`config.mk`:
```
export PLATFORM = sky130hd
export DESIGN_NAME = servo_quadratic_ease_profile_unit
export DESIGN_NICKNAME = d
export VERILOG_FILES = /design/src/sv/sqep_pkg.sv /design/src/sv/sqep_ctrl.sv /design/src/sv/sqep_datapath.sv /design/src/sv/servo_quadratic_ease_profile_unit.sv
export SDC_FILE = /design/constraint.sdc
export NUM_CORES = 2
export LEC_CHECK = 0
export BUFFER_PORTS_ARGS = -buffer_cell sky130_fd_sc_hd__buf_4
export CAP_MARGIN = 25
export CORE_MARGIN = 2
export CORE_UTILIZATION = 47
export DETAILED_ROUTE_END_ITERATION = 10
export GPL_TIMING_DRIVEN = 0
export PLACE_DENSITY = 0.68
export SLEW_MARGIN = 10
export SYNTH_ARGS = -nofsm -noshare
export SYNTH_HDL_FRONTEND = slang
export SYNTH_SLANG_ARGS = --single-unit
```
`constraint.sdc`:
```
create_clock -name clk_i -period 10 [get_ports clk_i]
set_clock_uncertainty 0.15 [all_clocks]
set_input_delay 2 -clock clk_i [delete_from_list [all_inputs] [get_ports clk_i]]
set_output_delay 2 -clock clk_i [all_outputs]
set_load 0.01 [all_outputs]
```
`src/sv/sqep_pkg.sv`:
```
// Shared types, constants and codes for the servo quadratic ease profile unit.
package sqep_pkg;

  // Field widths and limits
  localparam int unsigned ANGLE_W     = 8;
  localparam int unsigned TIME_W      = 17;
  localparam int unsigned CMD_W       = 2;
  localparam int unsigned STATUS_W    = 2;
  localparam int unsigned MAX_ANGLE   = 180;
  localparam int unsigned HOME_ANGLE  = 90;
  localparam int unsigned FRAC_BITS   = 24;
  localparam int unsigned SWEEP_MIN   = 100;
  localparam int unsigned SWEEP_MAX   = 100000;
  localparam int unsigned SWEEP_RESET = 1000;

  // Stream word layout
  localparam int unsigned IN_TDATA_W  = ((ANGLE_W + TIME_W + 7) / 8) * 8;
  localparam int unsigned OUT_FIELD_W = ANGLE_W + 1 + 1 + STATUS_W;
  localparam int unsigned OUT_TDATA_W = ((OUT_FIELD_W + 7) / 8) * 8;

  // Divider: elapsed time scaled by 2^FRAC_BITS over a duration
  localparam int unsigned DIV_W    = TIME_W + FRAC_BITS;
  localparam int unsigned DIVCNT_W = $clog2(DIV_W + 1);
  localparam int unsigned FRAC1_W  = FRAC_BITS + 1;
  localparam int unsigned PROD_W   = ANGLE_W + FRAC1_W;

  // Scaled duration: divide by MAX_ANGLE through a reciprocal multiply,
  // exact for every sweep time and angle distance in range
  localparam int unsigned     SPROD_W     = ANGLE_W + TIME_W;
  localparam int unsigned     SCALE_SHIFT = 33;
  localparam longint unsigned RECIP_VAL   =
    ((64'd1 << SCALE_SHIFT) + MAX_ANGLE - 1) / MAX_ANGLE;
  localparam int unsigned     RECIP_W     = $clog2(RECIP_VAL + 1);
  localparam logic [RECIP_W-1:0] SCALE_RECIP = RECIP_W'(RECIP_VAL);
  localparam int unsigned     SCALED_W    = SPROD_W + RECIP_W;

  typedef enum logic [CMD_W-1:0] {
    CMD_TICK        = 2'd0,
    CMD_MOVE_SCALED = 2'd1,
    CMD_MOVE_GIVEN  = 2'd2
  } cmd_e;

  typedef enum logic [1:0] {
    DIR_STILL = 2'd0,
    DIR_UP    = 2'd1,
    DIR_DOWN  = 2'd2
  } dir_e;

  typedef enum logic [STATUS_W-1:0] {
    ST_OK         = 2'd0,
    ST_BAD_TARGET = 2'd1,
    ST_ZERO_TIME  = 2'd2
  } status_e;

  typedef enum logic [2:0] {
    S_IDLE,
    S_EVAL,
    S_SCALE_WB,
    S_DIV_EASE,
    S_SQ,
    S_ANG,
    S_FIN
  } state_e;

  // Controller to datapath
  typedef struct packed {
    logic capture;
    logic commit_simple;
    logic start_scale;
    logic start_ease;
    logic div_step;
    logic commit_scale;
    logic mul_sq;
    logic mul_ang;
    logic commit_ease;
  } dp_cmd_t;

  // Datapath to controller
  typedef struct packed {
    logic need_scale;
    logic need_ease;
    logic div_done;
    logic out_free;
  } dp_sts_t;

endpackage

```
`src/sv/sqep_ctrl.sv`:
```
// Sequencing state machine for the servo quadratic ease profile unit.
module sqep_ctrl
  import sqep_pkg::*;
(
  input  logic    clk_i,
  input  logic    rst_ni,
  input  logic    in_valid_i,
  output logic    in_ready_o,
  input  dp_sts_t sts_i,
  output dp_cmd_t cmd_o
);

  state_e state_q, state_d;

  // State register
  always_ff @(posedge clk_i or negedge rst_ni) begin
    if (!rst_ni) begin
      state_q <= S_IDLE;
    end else begin
      state_q <= state_d;
    end
  end

  // Next state and datapath commands
  always_comb begin
    state_d    = state_q;
    cmd_o      = '0;
    in_ready_o = 1'b0;
    case (state_q)
      S_IDLE: begin
        in_ready_o = 1'b1;
        if (in_valid_i) begin
          cmd_o.capture = 1'b1;
          state_d       = S_EVAL;
        end
      end
      S_EVAL: begin
        if (sts_i.need_scale) begin
          cmd_o.start_scale = 1'b1;
          state_d           = S_SCALE_WB;
        end else if (sts_i.need_ease) begin
          cmd_o.start_ease = 1'b1;
          state_d          = S_DIV_EASE;
        end else if (sts_i.out_free) begin
          cmd_o.commit_simple = 1'b1;
          state_d             = S_IDLE;
        end
      end
      S_SCALE_WB: begin
        if (sts_i.out_free) begin
          cmd_o.commit_scale = 1'b1;
          state_d            = S_IDLE;
        end
      end
      S_DIV_EASE: begin
        if (sts_i.div_done) begin
          state_d = S_SQ;
        end else begin
          cmd_o.div_step = 1'b1;
        end
      end
      S_SQ: begin
        cmd_o.mul_sq = 1'b1;
        state_d      = S_ANG;
      end
      S_ANG: begin
        cmd_o.mul_ang = 1'b1;
        state_d       = S_FIN;
      end
      S_FIN: begin
        if (sts_i.out_free) begin
          cmd_o.commit_ease = 1'b1;
          state_d           = S_IDLE;
        end
      end
      default: begin
        state_d = S_IDLE;
      end
    endcase
  end

endmodule

```
`src/sv/sqep_datapath.sv`:
```
// Motion state, restoring divider, ease multipliers and output register.
module sqep_datapath
  import sqep_pkg::*;
(
  input  logic                   clk_i,
  input  logic                   rst_ni,
  input  logic                   cfg_we_i,
  input  logic [TIME_W-1:0]      cfg_wdata_i,
  input  logic [IN_TDATA_W-1:0]  in_data_i,
  input  logic [CMD_W-1:0]       in_cmd_i,
  input  dp_cmd_t                cmd_i,
  output dp_sts_t                sts_o,
  output logic                   out_valid_o,
  input  logic                   out_ready_i,
  output logic [OUT_TDATA_W-1:0] out_data_o
);

  localparam logic [DIV_W-1:0]   ONE_DIV = DIV_W'(1) << FRAC_BITS;
  localparam logic [FRAC1_W-1:0] ONE     = FRAC1_W'(1) << FRAC_BITS;
  localparam logic [FRAC1_W-1:0] HALF    = FRAC1_W'(1) << (FRAC_BITS - 1);

  // Architectural state
  logic [TIME_W-1:0]  sweep_q, sweep_d;
  logic [ANGLE_W-1:0] cur_q, cur_d;
  logic [ANGLE_W-1:0] start_q, start_d;
  logic [ANGLE_W-1:0] end_q, end_d;
  logic [TIME_W-1:0]  dur_q, dur_d;
  logic [TIME_W-1:0]  elapsed_q, elapsed_d;
  logic               started_q, started_d;
  dir_e               dir_q, dir_d;

  // Captured word
  cmd_e               cmd_q;
  logic [ANGLE_W-1:0] tgt_q;
  logic [TIME_W-1:0]  ms_q;

  // Divider
  logic [TIME_W-1:0]   div_rem_q, div_rem_d;
  logic [DIV_W-1:0]    div_quo_q, div_quo_d;
  logic [TIME_W-1:0]   div_den_q, div_den_d;
  logic [DIVCNT_W-1:0] div_cnt_q, div_cnt_d;
  logic [TIME_W:0]     div_shift;
  logic [TIME_W:0]     div_trial;
  logic                div_ge;

  // Scaled duration
  logic [SPROD_W-1:0]  sweep_prod_q;
  logic [SCALED_W-1:0] scaled_prod;

  // Ease pipeline
  logic [FRAC_BITS-1:0] sq_q;
  logic                 lt_q;
  logic [PROD_W-1:0]    prod_q;

  // Output register
  logic                   out_valid_q, out_valid_d;
  logic [OUT_TDATA_W-1:0] out_data_q;

  // Decode helpers
  logic                      tgt_ok, tick_live, tick_snap, given;
  logic [ANGLE_W-1:0]        move_diff, seg_diff, seg_lo, new_angle;
  logic [ANGLE_W+TIME_W-1:0] sweep_prod;
  logic [TIME_W-1:0]         elapsed_next;
  logic [FRAC1_W-1:0]        tq, n_val;
  logic                      tq_lt;
  logic [FRAC_BITS-1:0]      x_val;
  logic [2*FRAC_BITS-1:0]    x_sq;
  logic [ANGLE_W:0]          seg_step;
  logic                      res_written, out_load;
  status_e                   res_status;

  // Classify the captured word against the motion state
  always_comb begin
    given        = (cmd_q == CMD_MOVE_GIVEN);
    tgt_ok       = (tgt_q <= ANGLE_W'(MAX_ANGLE));
    move_diff    = (cur_q > tgt_q) ? (cur_q - tgt_q) : (tgt_q - cur_q);
    sweep_prod   = sweep_q * move_diff;
    scaled_prod  = sweep_prod_q * SCALE_RECIP;
    tick_live    = (dir_q != DIR_STILL) && (start_q != end_q);
    tick_snap    = started_q ? (elapsed_q >= dur_q) : (dur_q == '0);
    elapsed_next = started_q ? TIME_W'(elapsed_q + 1'b1) : '0;
    seg_lo       = (start_q < end_q) ? start_q : end_q;
    seg_diff     = (start_q > end_q) ? (start_q - end_q) : (end_q - start_q);
  end

  assign sts_o.need_scale = (cmd_q == CMD_MOVE_SCALED) && tgt_ok && (tgt_q != cur_q);
  assign sts_o.need_ease  = (cmd_q == CMD_TICK) && tick_live && !tick_snap;
  assign sts_o.div_done   = (div_cnt_q == '0);
  assign sts_o.out_free   = !out_valid_q || out_ready_i;

  // One restoring divide step per cycle
  always_comb begin
    div_shift = {div_rem_q, div_quo_q[DIV_W-1]};
    div_trial = div_shift - {1'b0, div_den_q};
    div_ge    = (div_shift >= {1'b0, div_den_q});
    div_rem_d = div_rem_q;
    div_quo_d = div_quo_q;
    div_den_d = div_den_q;
    div_cnt_d = div_cnt_q;
    if (cmd_i.start_ease) begin
      div_rem_d = '0;
      div_quo_d = DIV_W'(elapsed_next) << FRAC_BITS;
      div_den_d = dur_q;
      div_cnt_d = DIVCNT_W'(DIV_W);
    end else if (cmd_i.div_step) begin
      div_rem_d = div_ge ? div_trial[TIME_W-1:0] : div_shift[TIME_W-1:0];
      div_quo_d = {div_quo_q[DIV_W-2:0], div_ge};
      div_cnt_d = div_cnt_q - 1'b1;
    end
  end

  // Eased fraction and angle
  always_comb begin
    tq       = (div_quo_q > ONE_DIV) ? ONE : div_quo_q[FRAC1_W-1:0];
    tq_lt    = (tq < HALF);
    x_val    = tq_lt ? tq[FRAC_BITS-1:0] : FRAC_BITS'(ONE - tq);
    x_sq     = x_val * x_val;
    if (dir_q == DIR_UP) begin
      n_val = lt_q ? FRAC1_W'(sq_q) : (ONE - FRAC1_W'(sq_q));
    end else begin
      n_val = lt_q ? (ONE - FRAC1_W'(sq_q)) : FRAC1_W'(sq_q);
    end
    seg_step  = (ANGLE_W + 1)'(prod_q >> FRAC_BITS);
    new_angle = ANGLE_W'(seg_lo + seg_step);
  end

  // Next motion state and result fields
  always_comb begin
    sweep_d     = sweep_q;
    cur_d       = cur_q;
    start_d     = start_q;
    end_d       = end_q;
    dur_d       = dur_q;
    elapsed_d   = elapsed_q;
    started_d   = started_q;
    dir_d       = dir_q;
    res_written = 1'b0;
    res_status  = ST_OK;

    if (cfg_we_i && (cfg_wdata_i >= TIME_W'(SWEEP_MIN)) &&
        (cfg_wdata_i <= TIME_W'(SWEEP_MAX))) begin
      sweep_d = cfg_wdata_i;
    end

    if (cmd_i.commit_simple) begin
      case (cmd_q)
        CMD_TICK: begin
          // Snap to the target: past the duration, or a move of zero duration
          if (tick_live) begin
            if (!started_q) begin
              elapsed_d = '0;
            end
            start_d     = end_q;
            started_d   = 1'b0;
            dir_d       = DIR_STILL;
            cur_d       = end_q;
            res_written = 1'b1;
          end
        end
        CMD_MOVE_SCALED, CMD_MOVE_GIVEN: begin
          if (!tgt_ok) begin
            res_status = ST_BAD_TARGET;
          end else if (given && (ms_q == '0)) begin
            res_status = ST_ZERO_TIME;
          end else begin
            start_d = cur_q;
            if (tgt_q != cur_q) begin
              end_d     = tgt_q;
              dur_d     = ms_q;
              started_d = 1'b0;
              dir_d     = (cur_q < tgt_q) ? DIR_UP : DIR_DOWN;
            end
          end
        end
        default: begin
        end
      endcase
    end

    if (cmd_i.start_scale) begin
      start_d   = cur_q;
      end_d     = tgt_q;
      started_d = 1'b0;
      dir_d     = (cur_q < tgt_q) ? DIR_UP : DIR_DOWN;
    end

    if (cmd_i.commit_scale) begin
      dur_d = TIME_W'(scaled_prod >> SCALE_SHIFT);
    end

    if (cmd_i.start_ease) begin
      started_d = 1'b1;
      elapsed_d = elapsed_next;
    end

    if (cmd_i.commit_ease) begin
      cur_d       = new_angle;
      res_written = 1'b1;
    end
  end

  // Output word handshake
  assign out_load    = cmd_i.commit_simple || cmd_i.commit_scale || cmd_i.commit_ease;
  assign out_valid_d = out_load ? 1'b1 : (out_ready_i ? 1'b0 : out_valid_q);

  always_ff @(posedge clk_i or negedge rst_ni) begin
    if (!rst_ni) begin
      sweep_q     <= TIME_W'(SWEEP_RESET);
      cur_q       <= ANGLE_W'(HOME_ANGLE);
      start_q     <= ANGLE_W'(HOME_ANGLE);
      end_q       <= ANGLE_W'(HOME_ANGLE);
      dur_q       <= '0;
      elapsed_q   <= '0;
      started_q   <= 1'b0;
      dir_q       <= DIR_STILL;
      div_cnt_q   <= '0;
      out_valid_q <= 1'b0;
    end else begin
      sweep_q     <= sweep_d;
      cur_q       <= cur_d;
      start_q     <= start_d;
      end_q       <= end_d;
      dur_q       <= dur_d;
      elapsed_q   <= elapsed_d;
      started_q   <= started_d;
      dir_q       <= dir_d;
      div_cnt_q   <= div_cnt_d;
      out_valid_q <= out_valid_d;
    end
  end

  // Payload registers
  always_ff @(posedge clk_i) begin
    div_rem_q <= div_rem_d;
    div_quo_q <= div_quo_d;
    div_den_q <= div_den_d;
    if (cmd_i.capture) begin
      cmd_q <= cmd_e'(in_cmd_i);
      tgt_q <= in_data_i[ANGLE_W-1:0];
      ms_q  <= in_data_i[ANGLE_W +: TIME_W];
    end
    if (cmd_i.start_scale) begin
      sweep_prod_q <= sweep_prod;
    end
    if (cmd_i.mul_sq) begin
      sq_q <= FRAC_BITS'(x_sq >> (FRAC_BITS - 1));
      lt_q <= tq_lt;
    end
    if (cmd_i.mul_ang) begin
      prod_q <= seg_diff * n_val;
    end
    if (out_load) begin
      out_data_q <= OUT_TDATA_W'({res_status, (dir_d != DIR_STILL), res_written, cur_d});
    end
  end

  assign out_valid_o = out_valid_q;
  assign out_data_o  = out_data_q;

endmodule

```
`src/sv/servo_quadratic_ease_profile_unit.sv`:
```
// Top level of the servo quadratic ease profile unit.
//
// Slave stream: one word per one-millisecond tick or move command. tuser
// carries the command, tdata the target angle and the given duration.
// Master stream: one word per accepted input word with the angle, a flag
// that a new angle was written, the moving flag and the status code.
// The sweep time register is written through cfg_we_i / cfg_wdata_i; the
// user writes it only while no word is in flight, which the block itself
// does not enforce. Values outside 100 to 100000 ms are dropped. Moves
// with a given duration, rejected moves and ticks that snap or do nothing
// are committed from the evaluate state; a move with a scaled duration
// takes an extra state that scales the sweep time by a reciprocal multiply.
// An easing tick runs the 41-step divider that retires one quotient bit
// per cycle, followed by the square and scale multiplies. One word is
// worked at a time; the next is taken only once the previous
// result is registered. The result sits in an output register,
// so a stalled receiver holds only the next result: the block stays in its
// final step until the register frees. Reset returns the servo to 90
// degrees at rest, sweep time 1000 ms.
module servo_quadratic_ease_profile_unit
  import sqep_pkg::*;
(
  input  logic                   clk_i,
  input  logic                   rst_ni,
  input  logic                   cfg_we_i,
  input  logic [TIME_W-1:0]      cfg_wdata_i,
  input  logic                   s_axis_tvalid,
  output logic                   s_axis_tready,
  // [7:0] target_angle, [24:8] move_time_ms, rest zero
  input  logic [IN_TDATA_W-1:0]  s_axis_tdata,
  // [1:0] command
  input  logic [CMD_W-1:0]       s_axis_tuser,
  output logic                   m_axis_tvalid,
  input  logic                   m_axis_tready,
  // [7:0] angle, [8] angle_written, [9] moving, [11:10] status, rest zero
  output logic [OUT_TDATA_W-1:0] m_axis_tdata
);

  dp_cmd_t dp_cmd;
  dp_sts_t dp_sts;

  sqep_ctrl u_ctrl (
    .clk_i      (clk_i),
    .rst_ni     (rst_ni),
    .in_valid_i (s_axis_tvalid),
    .in_ready_o (s_axis_tready),
    .sts_i      (dp_sts),
    .cmd_o      (dp_cmd)
  );

  sqep_datapath u_dp (
    .clk_i       (clk_i),
    .rst_ni      (rst_ni),
    .cfg_we_i    (cfg_we_i),
    .cfg_wdata_i (cfg_wdata_i),
    .in_data_i   (s_axis_tdata),
    .in_cmd_i    (s_axis_tuser),
    .cmd_i       (dp_cmd),
    .sts_o       (dp_sts),
    .out_valid_o (m_axis_tvalid),
    .out_ready_i (m_axis_tready),
    .out_data_o  (m_axis_tdata)
  );

endmodule

```
# Word level (Yosys, flattened, before mapping)
# Index checks and enable logic that the tools add are counted.
dict set report word_totals {
  ff_bits 284
  in_bits 56
  output_inout_bits 18
  elab_cells 207
}
dict set report op_classes {
  addsub 10
  mul 4
  n_lt_le_gt_ge 11
  n_eq_ne 23
  n_mux 87
  reduce_logical 46
}
# operator n
set ops {}
lappend ops {{two-way mux 17 bit} 13}
lappend ops {{two-way mux 8 bit} 18}
lappend ops {{two-way mux 25 bit} 4}
lappend ops {{two-way mux 41 bit} 2}
lappend ops {{multiplier 25 x 26 -> 50 bit, second input constant} 1}
lappend ops {{multiplier 24 x 24 -> 47 bit} 1}
lappend ops {{> comparator 41 x 25 -> 1 bit, second input constant} 1}
lappend ops {{logical NOT 17 bit} 2}
lappend ops {{multiplier 8 x 25 -> 32 bit} 1}
lappend ops {{subtractor 8 bit} 4}
lappend ops {{nonzero test 2 bit} 15}
lappend ops {{two-way mux 1 bit} 29}
lappend ops {{< comparator 25 x 24 -> 1 bit, second input constant} 1}
lappend ops {{multiplier 17 x 8 -> 25 bit} 1}
lappend ops {{subtractor 25 x 24 -> 25 bit, first input constant} 1}
lappend ops {{two-way mux 24 bit} 1}
lappend ops {{subtractor 1 x 24 -> 24 bit, first input constant} 1}
lappend ops {{greater-or-equal comparator 18 x 17 -> 1 bit} 1}
lappend ops {{two-way mux 3 bit} 6}
lappend ops {{case mux 3 bit (6 select lines)} 1}
lappend ops {{adder 17 x 1 -> 17 bit, second input constant} 1}
lappend ops {{greater-or-equal comparator 17 bit} 1}
lappend ops {{greater-or-equal comparator 17 x 7 -> 1 bit, second input constant} 1}
lappend ops {{<= comparator 17 bit, second input constant} 1}
lappend ops {{other kinds (37)} 73}

# Depth between registers and ports, before layout
dict set report depth {
  depth_word 10
  ltp_mapped 47
  ltp_nobuf 42
}

# Hierarchy
# From an unflattened synthesis, not the netlist that was laid out.
dict set report unflattened {
  hier_cells 5012
  area_unflattened_um2 47610.7
}
# module instances cells_each area_per_inst_um2 seq_area_each_um2
set modules_own_cells {}
lappend modules_own_cells {sqep_datapath 1 4984 47351.7 6904.1}
lappend modules_own_cells {sqep_ctrl 1 28 259.0 75.1}

# Worst setup path before layout
# No wires, ideal clock.
dict set report synth_timing {
  path_type {register to register}
  start {register u_dp.div_quo_q[2]}
  end {register u_dp.sq_q[23] (data pin)}
  setup_time_ns 0.258
  arrival_ns 10.428
  t_required_ns 9.592
  slack_ns -0.836
  path_stages_with_launch 45
  n_path_buf 6
  path_cell_list {dfxtp_1 -> buf_6 -> nor4_4 -> nand3_2 -> o31a_1 -> nor2_1 -> clkbuf_1 -> and2_1 -> clkbuf_1 -> inv_1 -> clkbuf_1 -> ha_1 -> clkbuf_1 -> nand2_1 -> nand2_1 -> nand2_1 -> o211ai_1 -> o211ai_1 -> [... 9 more ...] -> fa_1 -> inv_1 -> fa_1 -> fa_1 -> ha_1 -> a211oi_1 -> o31ai_1 -> a21oi_1 -> o21ai_0 -> o41ai_1 -> a21oi_2 -> or2_2 -> a211oi_2 -> nor3_4 -> a41oi_4 -> o21ai_1 -> o41a_1 -> xnor2_1}
}
dict set report synth_via {
  elab_chain_cells 5
  word_cells_on_any_way 6
  cone_classes {1 x add/sub; 1 x mul; 2 x order compare; 2 x mux}
}
# element line
set synth_rtl {}
lappend synth_rtl {{start: declaration} sqep_datapath.sv:39} ;# logic [DIV_W-1:0] div_quo_q, div_quo_d;
lappend synth_rtl {{start signal: assignment} sqep_datapath.sv:235} ;# div_quo_q <= div_quo_d;
lappend synth_rtl {{> comparator 41 x 25 -> 1 bit} sqep_datapath.sv:114} ;# tq = (div_quo_q > ONE_DIV) ? ONE : div_quo_q[FRAC1_W-1:0];
lappend synth_rtl {{two-way mux 25 bit (*)} sqep_datapath.sv:114}
lappend synth_rtl {{subtractor 1 x 24 -> 24 bit or < comparator 25 x 24 -> 1 bit (tied branches)} {sqep_datapath.sv:116, sqep_datapath.sv:115}}
lappend synth_rtl {{two-way mux 24 bit (*)} sqep_datapath.sv:116} ;# x_val = tq_lt ? tq[FRAC_BITS-1:0] : FRAC_BITS'(ONE - tq);
lappend synth_rtl {{multiplier 24 x 24 -> 47 bit (*)} sqep_datapath.sv:117} ;# x_sq = x_val * x_val;
lappend synth_rtl {{net u_dp.x_sq[46]} sqep_datapath.sv:67} ;# logic [2*FRAC_BITS-1:0] x_sq;
lappend synth_rtl {{end signal: assignment} sqep_datapath.sv:246} ;# sq_q <= FRAC_BITS'(x_sq >> (FRAC_BITS - 1));
lappend synth_rtl {{end: declaration} sqep_datapath.sv:51} ;# logic [FRAC_BITS-1:0] sq_q;
# Mark *: on every way through the listed nets, which the timed path passes. The rest lies on a longest branch.
# A chain may end at the register's enable or synchronous reset.

# Worst setup path in the final report
dict set report layout_timing {
  start {register u_dp.div_quo_q[14]}
  end {register u_dp.sq_q[17] (data pin)}
}
# The elaborated chain is that of the path after synthesis.

==> metrics.yaml <==
syn_avg_cell_area_sq_um: 9.43
ys_seq_elements: 260
end_kind: "register"
synth-simple-area-share_pct: 11.7
synth_top_family_by_area: "adder cells"
final_area_sq_um: 51800
clk_latency_ps: 600
critPathKind: "reg -> reg"
io_buffers: 62
drv_slew: 0
start_kind: "register"
fmax_ghz: 0.101
die_y_um: 319
cts.sinks: 260
critPathArrivalTime_ps: 10080
grt-ovfl-total: 0
wl_per_cell_um: 18.4
rrSetupSlack_ps: 100
area_delta_synth_final_pct: 11.2
synth.distinct_cells: 89
dieArea_sq_um: 102000
drc_errors: 0
cp_slowest_cell: "fa_1"
cts_root_buffer: "clkbuf_16"
avgViaCountPerCell: 5.31
synth_top_area_share_pct: 35.6
gp_congestion: 0.957
synth_seq_area_share_pct: 15.0
cts_hold_buffers: 0
place_area_sq_um: 48900
drv_cap: 0
numCtsBuffers: 30
hp-class: "reg -> reg"
cts_tree: "done"
r2r_cells: 45
fillers: 8766
synth_commonest_cells: "inv_1 (1,169), fa_1 (827), ha_1 (565)"
r2r-start: "u_dp.div_quo_q[14]"
yosys.area.top_type: "fa_1"
worstPathRequired_ps: 10180
coreArea_sq_um: 98300
synth-main-ff-cell: "edfxtp_1"
first_global_vias: 36500
yosysMostFrequentCell: "inv_1"
grt_pass1_wl_um: 195000
dp_hpwl_um: 97900
layout-drive-gt1-share_pct: 9.82
setup_viol: 0
grt_use_total_pct: 24.1
synthAdderAreaFrac_pct: 50.7
fin_crit_ps: 9900
status: "complete, no violations"
path_clk_slew_ps: 60
mappedNetlistArea_sq_um: 46600
cp_slowest_stage_delay_ps: 570
htree_levels: 1
setup-tns-final_ps: 0
clk_path_buf_depth: 3
hold_viol: 0
period_share_pct: 99.0
cp.depth: 45
rsz0062_at_grt: "true"
antenna_found_initial: 2
synth_xor_area_share_pct: 3.42
finalNetCount: 6599
min_path_cells: 2
io-pin-count: 74
final_antenna_net_count: 0
crit_family: "adder cells"
synthTopCellsByArea: "fa_1 (36%), ha_1 (15%), inv_1 (9.4%), edfxtp_1 (8.4%), nand2_1 (3.9%)"
reg2reg_to: "u_dp.sq_q[17]"
first_pass_iters: 8
synth_edf_count: 131
synth_warnings: 0
drt_iter0_markers: 2569
max_slew_margin_pct: 25.7
start_util_pct: 47.4
crit_path_frequent_cell: "fa_1"
rows: 115
hold_end: "u_dp.div_rem_q[6]"
path_max_fanout: 7
synth_compound_area_share_pct: 6.94
synthMuxAreaShare_pct: 1.64
tightest_slew_ps: 1110
grt_max_degree: 49
syn_inst: 4938
vias: 34300
min_from: "u_dp.div_rem_q[6]"
ys_async_sr_fraction_pct: 33.8
dieWidth_um: 319
wirelength_um: 119000
crit_buf_inv: 12
-- cells in the final DEF, fill, tap and decap left out, types with 103 or more instances in the layout --
cell type,instances
nor2_1,314
buf_4,162
ha_1,554
o21ai_0,185
a21oi_1,118
edfxtp_1,131
xnor2_1,103
fa_1,814
inv_1,1144
nand2_1,466
-- logic make-up after synthesis --
group,after synthesis
AOI/OAI and AO/OA,523
adders and majority gates,1392
muxes,73
xor gates and xnor gates,181
buffers and inverters,1298
other,2
DFF,260
and+or+nand+nor,1209
-- worst max path at each step --
stage                            start             to
floorplan            u_dp.div_quo_q[3]  u_dp.sq_q[23]
CTS                  u_dp.div_quo_q[2]  u_dp.sq_q[23]
global route         u_dp.div_quo_q[5]  u_dp.sq_q[17]
finish              u_dp.div_quo_q[14]  u_dp.sq_q[17]
detailed placement   u_dp.div_quo_q[0]  u_dp.sq_q[23]
global placement     u_dp.div_quo_q[0]  u_dp.sq_q[23]
-- timing repair --
item | 4_1_cts | 5_1_grt
endpoints found under the hold margin | 0 | 0
buffers inserted | 61 | 44
resized for setup | 175 | 137
setup endpoints to repair | 24 | 25
cloned | 2 | 0
pin swaps | 78 | 52
-- layer usage --
metal	GRT usage, %	vias to the layer above	share of wire (%)
li1	-	15700	-
met1	34.5	17100	44
met2	38.3	1271	45
met3	3.71	230	7.8
met4	6.38	0	3.2
met5	0	-	0
-- cell type report --
cell class                 count  area [sq um]  area share (%)
clock buffer                  39           866            1.67
multi-input combinational   3399         35500            68.6
antenna                        1          2.50         0.00483
timing repair buffer         174          1380            2.67
clock inverter                17           253           0.488
tap                         1287          1610            3.11
sequential                   260          7020            13.5
buffer                       109           684            1.32
inverter                    1177          4470            8.63
-- worst register-to-register path, delay by kind of cell, from the launching register on --
kind | cells | cell delay [ps]
AO/OA/AOI/OAI | 12 | 2190
XOR/XNOR | 1 | 130
adder cells (fa/ha/maj) | 9 | 4010
buffers and inverters | 12 | 1360
flip-flops | 1 | 370
AND/OR/NAND/NOR | 11 | 1430
-- flip-flops by register name, indices dropped and copies added (netlist names), 2 cells and up --
| name | flops |
|---|---|
| u_dp.end_q | 8 |
| u_dp.ms_q | 17 |
| u_dp.sweep_q | 17 |
| u_dp.dur_q | 17 |
| u_dp.cur_q | 8 |
| u_dp.sweep_prod_q | 25 |
| u_dp.div_den_q | 17 |
| u_dp.tgt_q | 8 |
| u_dp.sq_q | 24 |
| u_ctrl.state_q | 3 |
| u_dp.div_rem_q | 17 |
| u_dp.dir_q | 2 |
| u_dp.elapsed_q | 17 |
| u_dp.div_cnt_q | 6 |
| u_dp.prod_q | 8 |
| u_dp.cmd_q | 2 |
| u_dp.div_quo_q | 41 |
| u_dp.start_q | 8 |
| u_dp.out_data_o | 12 |
-- metrics by stage --
stage                     setup slack [ps]  utilization (%)  std cells  hold slack (ps)
after floorplan                       13.8                -       4957              291
after global placement               -2760             49.7       6306              314
after detailed placement             -2620             49.8       6315              321
after CTS                             -141             52.0       6426              333
after global routing                  -282             52.7       6462              356
final                                 99.1             52.7       6463              328
Power is not shown: default switching activity piles up to over one toggle a cycle in this logic, so the estimate is an artifact.
